$ cat config.mk
export PLATFORM = sky130hd
export DESIGN_NAME = control_pilot_pwm_current_decoder_unit
export DESIGN_NICKNAME = d
export VERILOG_FILES = /design/src/hw/rtl/cppwm_pkg.sv /design/src/hw/rtl/cppwm_div.sv /design/src/hw/rtl/control_pilot_pwm_current_decoder_unit.sv
export SDC_FILE = /design/constraint.sdc
export NUM_CORES = 1
export LEC_CHECK = 0
export BUFFER_PORTS_ARGS = -buffer_cell sky130_fd_sc_hd__buf_2
export CAP_MARGIN = 20
export CORE_UTILIZATION = 63
export CTS_CLUSTER_SIZE = 28
export DETAILED_ROUTE_END_ITERATION = 10
export PLACE_DENSITY = 0.8
export SYNTH_ARGS = -nofsm -noshare
export SYNTH_HDL_FRONTEND = slang
export SYNTH_HIERARCHICAL = 1
export SYNTH_SLANG_ARGS = --single-unit
$ cat constraint.sdc
create_clock -name i_clk -period 6.11 [get_ports i_clk]
set_input_delay 0.611 -clock i_clk [delete_from_list [all_inputs] [get_ports i_clk]]
set_output_delay 0.611 -clock i_clk [all_outputs]
set_load 0.01 [all_outputs]
$ cat src/hw/rtl/cppwm_pkg.sv
// Shared types, constants and the duty-to-current map for the pilot PWM decoder.
package cppwm_pkg;

    // field and state widths
    localparam int W_OP    = 1;
    localparam int W_TIME  = 10;
    localparam int W_LEVEL = 1;
    localparam int W_CUR   = 7;
    localparam int W_WRAP  = 16;
    localparam int W_FALL  = 26;
    // divider: numerator is 100 * high time (high time below 4096)
    localparam int W_NUM   = 19;
    localparam int W_PER   = 11;
    localparam int W_QUO   = 9;

    // request codes
    localparam logic OP_WRAP    = 1'b0;
    localparam logic OP_EDGE    = 1'b1;
    localparam logic LEVEL_FALL = 1'b0;
    localparam logic LEVEL_RISE = 1'b1;

    // timing constants
    localparam logic [9:0]        WRAP_COUNTS     = 10'd1000;
    localparam logic [W_PER-1:0]  PERIOD_MIN_EXCL = 11'd900;
    localparam logic [W_PER-1:0]  PERIOD_MAX      = 11'd1100;
    localparam logic [6:0]        DUTY_SCALE      = 7'd100;
    localparam logic [W_CUR-1:0]  DEFAULT_CURRENT = 7'd6;
    localparam logic [W_CUR-1:0]  TOP_CURRENT     = 7'd80;
    localparam logic [W_WRAP-1:0] TIMEOUT_RESET   = 16'd500;
    localparam logic [W_QUO-1:0]  BAND_OFFSET     = 9'd64;
    // 205 / 1024 stands in for 1 / 5 on values below 1024
    localparam logic [16:0]       RECIP_FIVE      = 17'd205;

    typedef struct packed {
        logic              operation;
        logic [W_TIME-1:0] capture_time;
        logic              pin_level;
    } t_in_req;

    typedef struct packed {
        logic [W_CUR-1:0] amp_limit;
        logic             current_changed;
    } t_out_req;

    typedef struct packed {
        logic             start;
        logic [W_NUM-1:0] num;
        logic [W_PER-1:0] den;
    } t_div_req;

    typedef struct packed {
        logic             done;
        logic [W_QUO-1:0] quotient;
    } t_div_stat;

    // Standard duty bands, duty in whole percent (0..100)
    function automatic logic [W_CUR-1:0] duty_to_current(input logic [W_QUO-1:0] duty);
        logic [8:0]  y;
        logic [16:0] p;
        logic [5:0]  dm;
        logic [7:0]  b;
        y  = 9'(duty[6:0]) * 9'd3;
        p  = 17'(y) * RECIP_FIVE;
        dm = 6'(duty - BAND_OFFSET);
        b  = 8'(dm) * 8'd5;
        if (duty < 9'd3) begin
            return '0;
        end else if (duty <= 9'd7) begin
            return 7'd2;
        end else if (duty < 9'd10) begin
            return DEFAULT_CURRENT;
        end else if (duty <= 9'd85) begin
            // duty * 6 / 10 == (duty * 3) / 5
            return 7'(p[16:10]);
        end else if (duty <= 9'd96) begin
            // (duty - 64) * 25 / 10 == (duty - 64) * 5 / 2
            return 7'(b[7:1]);
        end else if (duty == 9'd97) begin
            return TOP_CURRENT;
        end else begin
            return '0;
        end
    endfunction

endpackage

$ cat src/hw/rtl/cppwm_div.sv
// Bit-serial restoring divider for the duty computation, one quotient bit per cycle.
module cppwm_div (
    input  logic                 i_clk,
    input  logic                 i_rst_n,
    input  cppwm_pkg::t_div_req  i_req,
    output cppwm_pkg::t_div_stat o_stat
);
    import cppwm_pkg::*;

    logic [W_NUM-1:0] r_num;
    logic [W_PER-1:0] r_den;
    logic [W_PER-1:0] r_rem;
    logic [W_QUO-1:0] r_quo;
    logic [4:0]       r_cnt;
    logic             r_busy;
    logic             r_done;

    logic [W_PER:0]   w_trial;
    logic [W_PER:0]   w_diff;
    logic             w_ge;

    // one trial subtract per cycle
    assign w_trial = {r_rem, r_num[W_NUM-1]};
    assign w_ge    = w_trial >= {1'b0, r_den};
    assign w_diff  = w_trial - {1'b0, r_den};

    always_ff @(posedge i_clk) begin
        if (!i_rst_n) begin
            r_busy <= 1'b0;
            r_done <= 1'b0;
            r_cnt  <= '0;
        end else begin
            r_done <= 1'b0;
            if (i_req.start) begin
                r_busy <= 1'b1;
                r_cnt  <= '0;
                r_num  <= i_req.num;
                r_den  <= i_req.den;
                r_rem  <= '0;
                r_quo  <= '0;
            end else if (r_busy) begin
                r_num <= {r_num[W_NUM-2:0], 1'b0};
                r_rem <= w_ge ? w_diff[W_PER-1:0] : w_trial[W_PER-1:0];
                // quotient is known to fit; upper bits shifted out are zero
                r_quo <= {r_quo[W_QUO-2:0], w_ge};
                r_cnt <= r_cnt + 5'd1;
                if (r_cnt == 5'(W_NUM - 1)) begin
                    r_busy <= 1'b0;
                    r_done <= 1'b1;
                end
            end
        end
    end

    assign o_stat.done     = r_done;
    assign o_stat.quotient = r_quo;

endmodule

$ cat src/hw/rtl/control_pilot_pwm_current_decoder_unit.sv
// Control pilot PWM decoder: duty of the pilot signal to allowed charging current.
// Wrap ticks go straight to commit; falling edges run the multiply and evaluate, then commit.
// Rising edge: bit-serial wrap_count * 1000 multiply, evaluate and check, bit-serial duty
// divider, commit. One request at a time; the next is taken the cycle after the result
// is registered.
// Synchronous active-low reset: current 6 A, timeout 500 wraps, counters and times zero.
module control_pilot_pwm_current_decoder_unit (
    input  logic                          i_clk,
    input  logic                          i_rst_n,
    input  logic                          i_in_valid,
    output logic                          o_in_stall,
    input  cppwm_pkg::t_in_req            i_in_req,
    output logic                          o_out_valid,
    input  logic                          i_out_stall,
    output cppwm_pkg::t_out_req           o_out_req,
    input  logic                          i_cfg_valid,
    output logic                          o_cfg_ready,
    input  logic [cppwm_pkg::W_WRAP-1:0]  i_cfg_data
);
    import cppwm_pkg::*;

    typedef enum logic [2:0] {
        S_IDLE,
        S_MUL,
        S_EVAL,
        S_CHK,
        S_DIV,
        S_FIN
    } t_state;

    t_state            r_state;
    t_in_req           r_item;
    logic [W_WRAP-1:0] r_timeout;
    logic [W_WRAP-1:0] r_wrap_cnt;
    logic [W_TIME-1:0] r_rise;
    logic [W_FALL-1:0] r_fall;
    logic              r_fall_vld;
    logic [W_CUR-1:0]  r_cur;
    logic [W_WRAP-1:0] r_wrap_sh;
    logic [W_FALL-1:0] r_acc;
    logic [3:0]        r_step;
    logic [W_FALL-1:0] r_now;
    logic [W_FALL:0]   r_dif;
    logic              r_upd;
    logic [W_CUR-1:0]  r_new_cur;
    logic              r_out_valid;
    t_out_req          r_out;

    logic              w_accept;
    logic              w_out_free;
    logic              w_commit;
    logic [W_FALL-1:0] w_mul_add;
    logic [W_FALL-1:0] n_acc;
    logic [W_FALL-1:0] w_period;
    logic              w_now_ok;
    logic              w_dif_ok;
    logic              w_per_ok;
    logic              w_go;
    logic              w_timeout_hit;
    logic [W_CUR-1:0]  n_cur;
    t_div_req          w_div_req;
    t_div_stat         w_div_stat;

    // handshakes
    assign w_accept    = i_in_valid && !o_in_stall;
    assign o_in_stall  = r_state != S_IDLE;
    assign w_out_free  = !r_out_valid || !i_out_stall;
    assign w_commit    = (r_state == S_FIN) && w_out_free;
    assign o_cfg_ready = 1'b1;
    assign o_out_valid = r_out_valid;
    assign o_out_req   = r_out;

    // serial multiply: MSB-first shift-add of wrap_count * 1000
    assign w_mul_add = r_wrap_sh[W_WRAP-1] ? W_FALL'(WRAP_COUNTS) : '0;
    assign n_acc     = {r_acc[W_FALL-2:0], 1'b0} + w_mul_add;

    // rising edge checks: period window, fall present and not before rise
    assign w_now_ok = r_now >= W_FALL'(r_rise);
    assign w_period = r_now - W_FALL'(r_rise);
    assign w_per_ok = (w_period > W_FALL'(PERIOD_MIN_EXCL)) &&
                      (w_period <= W_FALL'(PERIOD_MAX));
    // high time of 4096 or more always gives a duty above 100
    assign w_dif_ok = !r_dif[W_FALL] && (r_dif[W_FALL-1:12] == '0);
    assign w_go     = r_fall_vld && w_now_ok && w_dif_ok && w_per_ok;

    assign w_div_req.start = (r_state == S_CHK) && w_go;
    assign w_div_req.num   = W_NUM'(r_dif[11:0]) * W_NUM'(DUTY_SCALE);
    assign w_div_req.den   = w_period[W_PER-1:0];

    cppwm_div u_div (
        .i_clk   (i_clk),
        .i_rst_n (i_rst_n),
        .i_req   (w_div_req),
        .o_stat  (w_div_stat)
    );

    // current after this request
    assign w_timeout_hit = r_wrap_cnt > r_timeout;
    always_comb begin
        n_cur = r_cur;
        if (!r_item.operation) begin
            if (w_timeout_hit) begin
                n_cur = '0;
            end
        end else if (r_item.pin_level && r_upd) begin
            n_cur = r_new_cur;
        end
    end

    // sequencer, decoder state and output register
    always_ff @(posedge i_clk) begin
        if (!i_rst_n) begin
            r_state     <= S_IDLE;
            r_timeout   <= TIMEOUT_RESET;
            r_wrap_cnt  <= '0;
            r_rise      <= '0;
            r_fall      <= '0;
            r_fall_vld  <= 1'b0;
            r_cur       <= DEFAULT_CURRENT;
            r_out_valid <= 1'b0;
            r_upd       <= 1'b0;
            r_step      <= '0;
        end else begin
            if (i_cfg_valid && o_cfg_ready) begin
                r_timeout <= i_cfg_data;
            end
            // output register fills on commit, empties when taken
            if (w_commit) begin
                r_out_valid <= 1'b1;
            end else if (r_out_valid && !i_out_stall) begin
                r_out_valid <= 1'b0;
            end

            case (r_state)
                S_IDLE: begin
                    if (w_accept) begin
                        r_item    <= i_in_req;
                        r_upd     <= 1'b0;
                        r_wrap_sh <= r_wrap_cnt;
                        r_acc     <= '0;
                        r_step    <= '0;
                        r_state   <= i_in_req.operation ? S_MUL : S_FIN;
                    end
                end
                S_MUL: begin
                    r_acc     <= n_acc;
                    r_wrap_sh <= {r_wrap_sh[W_WRAP-2:0], 1'b0};
                    r_step    <= r_step + 4'd1;
                    if (r_step == 4'(W_WRAP - 1)) begin
                        r_state <= S_EVAL;
                    end
                end
                S_EVAL: begin
                    r_now   <= r_acc + W_FALL'(r_item.capture_time);
                    r_dif   <= {1'b0, r_fall} - (W_FALL+1)'(r_rise);
                    r_state <= r_item.pin_level ? S_CHK : S_FIN;
                end
                S_CHK: begin
                    r_state <= w_go ? S_DIV : S_FIN;
                end
                S_DIV: begin
                    if (w_div_stat.done) begin
                        r_upd     <= w_div_stat.quotient <= W_QUO'(DUTY_SCALE);
                        r_new_cur <= duty_to_current(w_div_stat.quotient);
                        r_state   <= S_FIN;
                    end
                end
                S_FIN: begin
                    if (w_out_free) begin
                        r_cur                     <= n_cur;
                        r_out.amp_limit           <= n_cur;
                        r_out.current_changed     <= n_cur != r_cur;
                        r_state                   <= S_IDLE;
                        if (!r_item.operation) begin
                            r_wrap_cnt <= w_timeout_hit ? '0 : r_wrap_cnt + 16'd1;
                        end else if (!r_item.pin_level) begin
                            r_fall     <= r_now;
                            r_fall_vld <= 1'b1;
                        end else begin
                            r_wrap_cnt <= '0;
                            r_rise     <= r_item.capture_time;
                            r_fall     <= '0;
                            r_fall_vld <= 1'b0;
                        end
                    end
                end
                default: begin
                    r_state <= S_IDLE;
                end
            endcase
        end
    end

    // divider finishes only while the sequencer waits on it
    a_div_done_in_div: assert property (@(posedge i_clk) disable iff (!i_rst_n)
        w_div_stat.done |-> r_state == S_DIV)
        else $error("divider done outside of divide state");

    // wrap ticks never enter the multiply
    a_mul_edges_only: assert property (@(posedge i_clk) disable iff (!i_rst_n)
        r_state == S_MUL |-> r_item.operation)
        else $error("wrap tick in multiply state");

    // reported current tracks the stored current
    a_out_matches_cur: assert property (@(posedge i_clk) disable iff (!i_rst_n)
        w_commit |=> o_out_req.amp_limit == r_cur)
        else $error("output current differs from stored current");

    // current never exceeds the top band
    a_cur_range: assert property (@(posedge i_clk) disable iff (!i_rst_n)
        o_out_valid |-> o_out_req.amp_limit <= TOP_CURRENT)
        else $error("current above maximum");

endmodule

==> impl_metrics.py <==
metrics = {
    "clock_tree": {
        "cts_buffer_depth": 3,
        "clk_pin_slew_worst_paths_ps": 60,
        "clock_latency_ps": 550,
        "cts.sinks": 261,
        "tritoncts": "done",
        "cts-htree-levels": 1,
        "holdBufCountCts": 0,
        "numCtsBuffers": 28,
        "root_buffer": "clkbuf_16",
    },
    "placed_design": {
        "io_buffers": 42,
        "detailed_place_hpwl_microns": 25700,
        "placed_area_sq_mm": 0.0174,
        "gp_congestion": 0.892,
    },
    "logic_synthesis": {
        "ys.flop_type": "edfxtp_1",
        "syn_area_sq_mm": 0.0169,
        "synth_warnings": 6,
        "syn_avg_cell_area_sq_um": 9.71,
        "synth-edff-count": 169,
        "synth.top_cell.area_share_pct": 30.1,
        "ys_seq_area_share_pct": 41.0,
        "ys_ff_latch": 261,
        "synthTopCellsByArea": "edfxtp_1 (30%), ha_1 (14%), dfxtp_1 (11%), inv_1 (3.8%), nor2_1 (3.8%)",
        "synth_top_area_cell": "edfxtp_1",
        "synthCells": 1739,
        "post-synth-top-count-cell": "ha_1",
        "yosysUniqueCellTypes": 90,
        "async_reset_ff_share_pct": 0,
        "ys_top_cells_by_count": "ha_1 (183), inv_1 (172), nor2_1 (170)",
    },
    "pwr": {
        "p_seq_share_pct": 45.9,
        "switching_power_mw": 1.44,
        "clockPowerShare_pct": 33.6,
        "power_frac_comb_pct": 20.5,
        "p_sw_share_pct": 29.8,
        "p_per_area_mw_per_mm2": 264,
        "p_int_mw": 3.39,
        "irDropWorstVdd_mv": 0.241,
        "leakagePower_nw": 7.90,
    },
    "critical_path": {
        "crit_arrival_ps": 6080,
        "r2r_slack_ps": 330,
        "path_class": "register to register",
        "cp_common_cell": "inv_1",
        "required_ps": 6410,
        "critPathSlowestCell": "fa_1",
        "cp-end-kind": "register",
        "cp_max_fo": 6,
        "start_kind": "register",
        "crit_path_max_incr_delay_ps": 540,
    },
    "grt": {
        "gr-usage-all-layers_pct": 25.6,
        "grt-ovfl-total": 0,
        "grt_pass1_wl_microns": 58300,
        "grt_pass1_vias": 12200,
        "grt_max_degree": 54,
        "antenna_found_initial": 2,
    },
    "sta": {
        "tns_ps": 0,
        "maxSlewHeadroom_pct": 33.3,
        "fin_crit_sh_pct": 94.7,
        "tightest_slew_ps": 1000,
        "fmax_ghz": 0.173,
        "finalClockSkew_ps": 12.4,
        "min_period_ps": 5780,
        "finalSetupViolCount": 0,
        "report.final.slew_viol_count": 0,
        "hold_viol_final": 0,
    },
    "finish": {
        "multi_input_area_sq_mm": 0.00907,
        "drive_gt1_share_pct": 8.98,
        "layout.nets": 2015,
        "fin_area_sq_mm": 0.0183,
        "seq_area_sq_mm": 0.00692,
        "fillers": 1898,
        "syn_to_final_growth_pct": 8.50,
    },
    "drt": {
        "drc_errors": 2,
        "wl_per_cell_microns": 16.5,
        "routed_wl_microns": 35000,
        "drtIter0Drc": 966,
        "avgViaCountPerCell": 5.91,
        "vias": 12600,
        "antenna_left": 0,
        "drtPass1Iterations": 9,
    },
    "floorplanning": {
        "coreArea_sq_mm": 0.0262,
        "die_h_microns": 166,
        "num_io_pins": 44,
        "row_count": 59,
        "dieArea_sq_mm": 0.0275,
        "initial_core_util_pct": 64.4,
        "dieWidth_microns": 166,
    },
    "hold_path": {
        "worst_hold_path_type": "primary input to register",
    },
    "run_status": {
        "violations": "DRC",
        "outcome": "finished with violations",
    },
    "job": {
        "max_cap_viol_count": 0,
    },
}
critical path: cells and delay by family, from the launching register on:
| kind | cells | cell delay [ps] |
|---|---|---|
| adders and majority gates | 6 | 2530 |
| AOI/OAI and AO/OA | 9 | 1630 |
| DFF | 1 | 450 |
| xor gates and xnor gates | 2 | 360 |
| buffers and inverters | 5 | 320 |
| and+or+nand+nor | 3 | 220 |
final timing paths:
| kind | depth (start not counted) | end | startpoint |
|---|---|---|---|
| min | 1 | r_item[0] | i_in_req[0] |
| max reg2reg | 25 | r_new_cur[4] | u_div/r_quo[1] |
| max | 25 | r_new_cur[4] | u_div/r_quo[1] |
| min reg2reg | 0 | r_now[0] | r_item[1] |
cells in the final DEF, fill, tap and decap left out, types with 18 or more instances in the layout:
cell type	n
a21o_1	27
a21oi_1	96
and3_1	42
buf_2	42
buf_4	18
clkbuf_16	28
dfxtp_1	92
edfxtp_1	169
fa_1	28
ha_1	183
inv_1	172
mux2_2	18
mux2i_1	20
nand2_1	152
nand3_1	29
nand4_1	28
nor2_1	170
nor2b_1	27
nor3_1	38
o21ai_0	51
xnor2_1	58
xor2_1	59
area by class of cell:
class,instances,area share [%]
multi-input combinational,1246,49.5
sequential,261,37.7
clock buffer,40,4.40
inverter,173,3.54
tap,335,2.29
timing repair buffer,61,2.03
clock inverter,12,0.458
antenna,1,0.0137
power by group through the flow:
| stage | Clock, mW | Sequential (mW) | Combinational [mW] |
|---|---|---|---|
| 6_report | 1.62 | 2.22 | 0.991 |
| 5_1_grt | 1.72 | 2.23 | 1.11 |
| 4_1_cts | 1.65 | 2.21 | 0.969 |
| 3_5_place_dp | 0 | 2.25 | 0.957 |
| 3_3_place_gp | 0 | 2.24 | 0.926 |
| 2_1_floorplan | 0 | 2.19 | 0.785 |
state kept, by name, indices dropped and copies added (netlist names), 3 cells and up:
register,cells
r_acc,23
r_dif,27
r_step,4
r_wrap_sh,16
u_div/r_rem,11
r_now,26
r_timeout,16
r_rise,10
r_item,12
r_wrap_cnt,16
r_fall,26
r_cur,7
u_div/r_den,11
u_div/r_num,19
r_new_cur,7
u_div/r_cnt,5
o_out_req,8
r_state,3
u_div/r_quo,9
cell families after synthesis:
group / count (synthesis) / share of synthesized area (%)
other: 2 / 0.0445
and+or+nand+nor: 577 / 16.6
xor gates and xnor gates: 117 / 6.07
AOI/OAI and AO/OA: 300 / 11.5
muxes: 38 / 2.39
buffers and inverters: 233 / 5.53
adders and majority gates: 211 / 16.9
DFF: 261 / 41.0
metal layers:
metal / up-vias / track usage (%) / routed length (microns)
li1: 6174 / - / -
met1: 5992 / 34.0 / 15500
met2: 342 / 44.2 / 16900
met3: 70 / 3.27 / 1710
met4: 0 / 7.27 / 949
met5: - / 0 / 0
metrics by stage:
stage | utilization (%) | cells | total power, mW | hold WS, ps | worst slack (ps)
5_1_grt | 69.9 | 2129 | 5.07 | 231 | -9.42
3_5_place_dp | 66.2 | 2072 | 3.20 | 439 | 160
4_1_cts | 69.6 | 2124 | 4.83 | 226 | 121
2_1_floorplan | - | 1740 | 2.97 | 426 | 488
6_report | 69.9 | 2129 | 4.83 | 245 | 326
3_3_place_gp | 66.2 | 2072 | 3.17 | 435 | 336
what timing repair did:
| action | 4_1_cts | 5_1_grt |
|---|---|---|
| buffers inserted | 0 | 3 |
| gates resized for setup | 0 | 5 |
| endpoints found under the setup margin | 0 | 3 |
| hold endpoints to repair | 0 | 0 |
(Power assumes the default switching activity.)
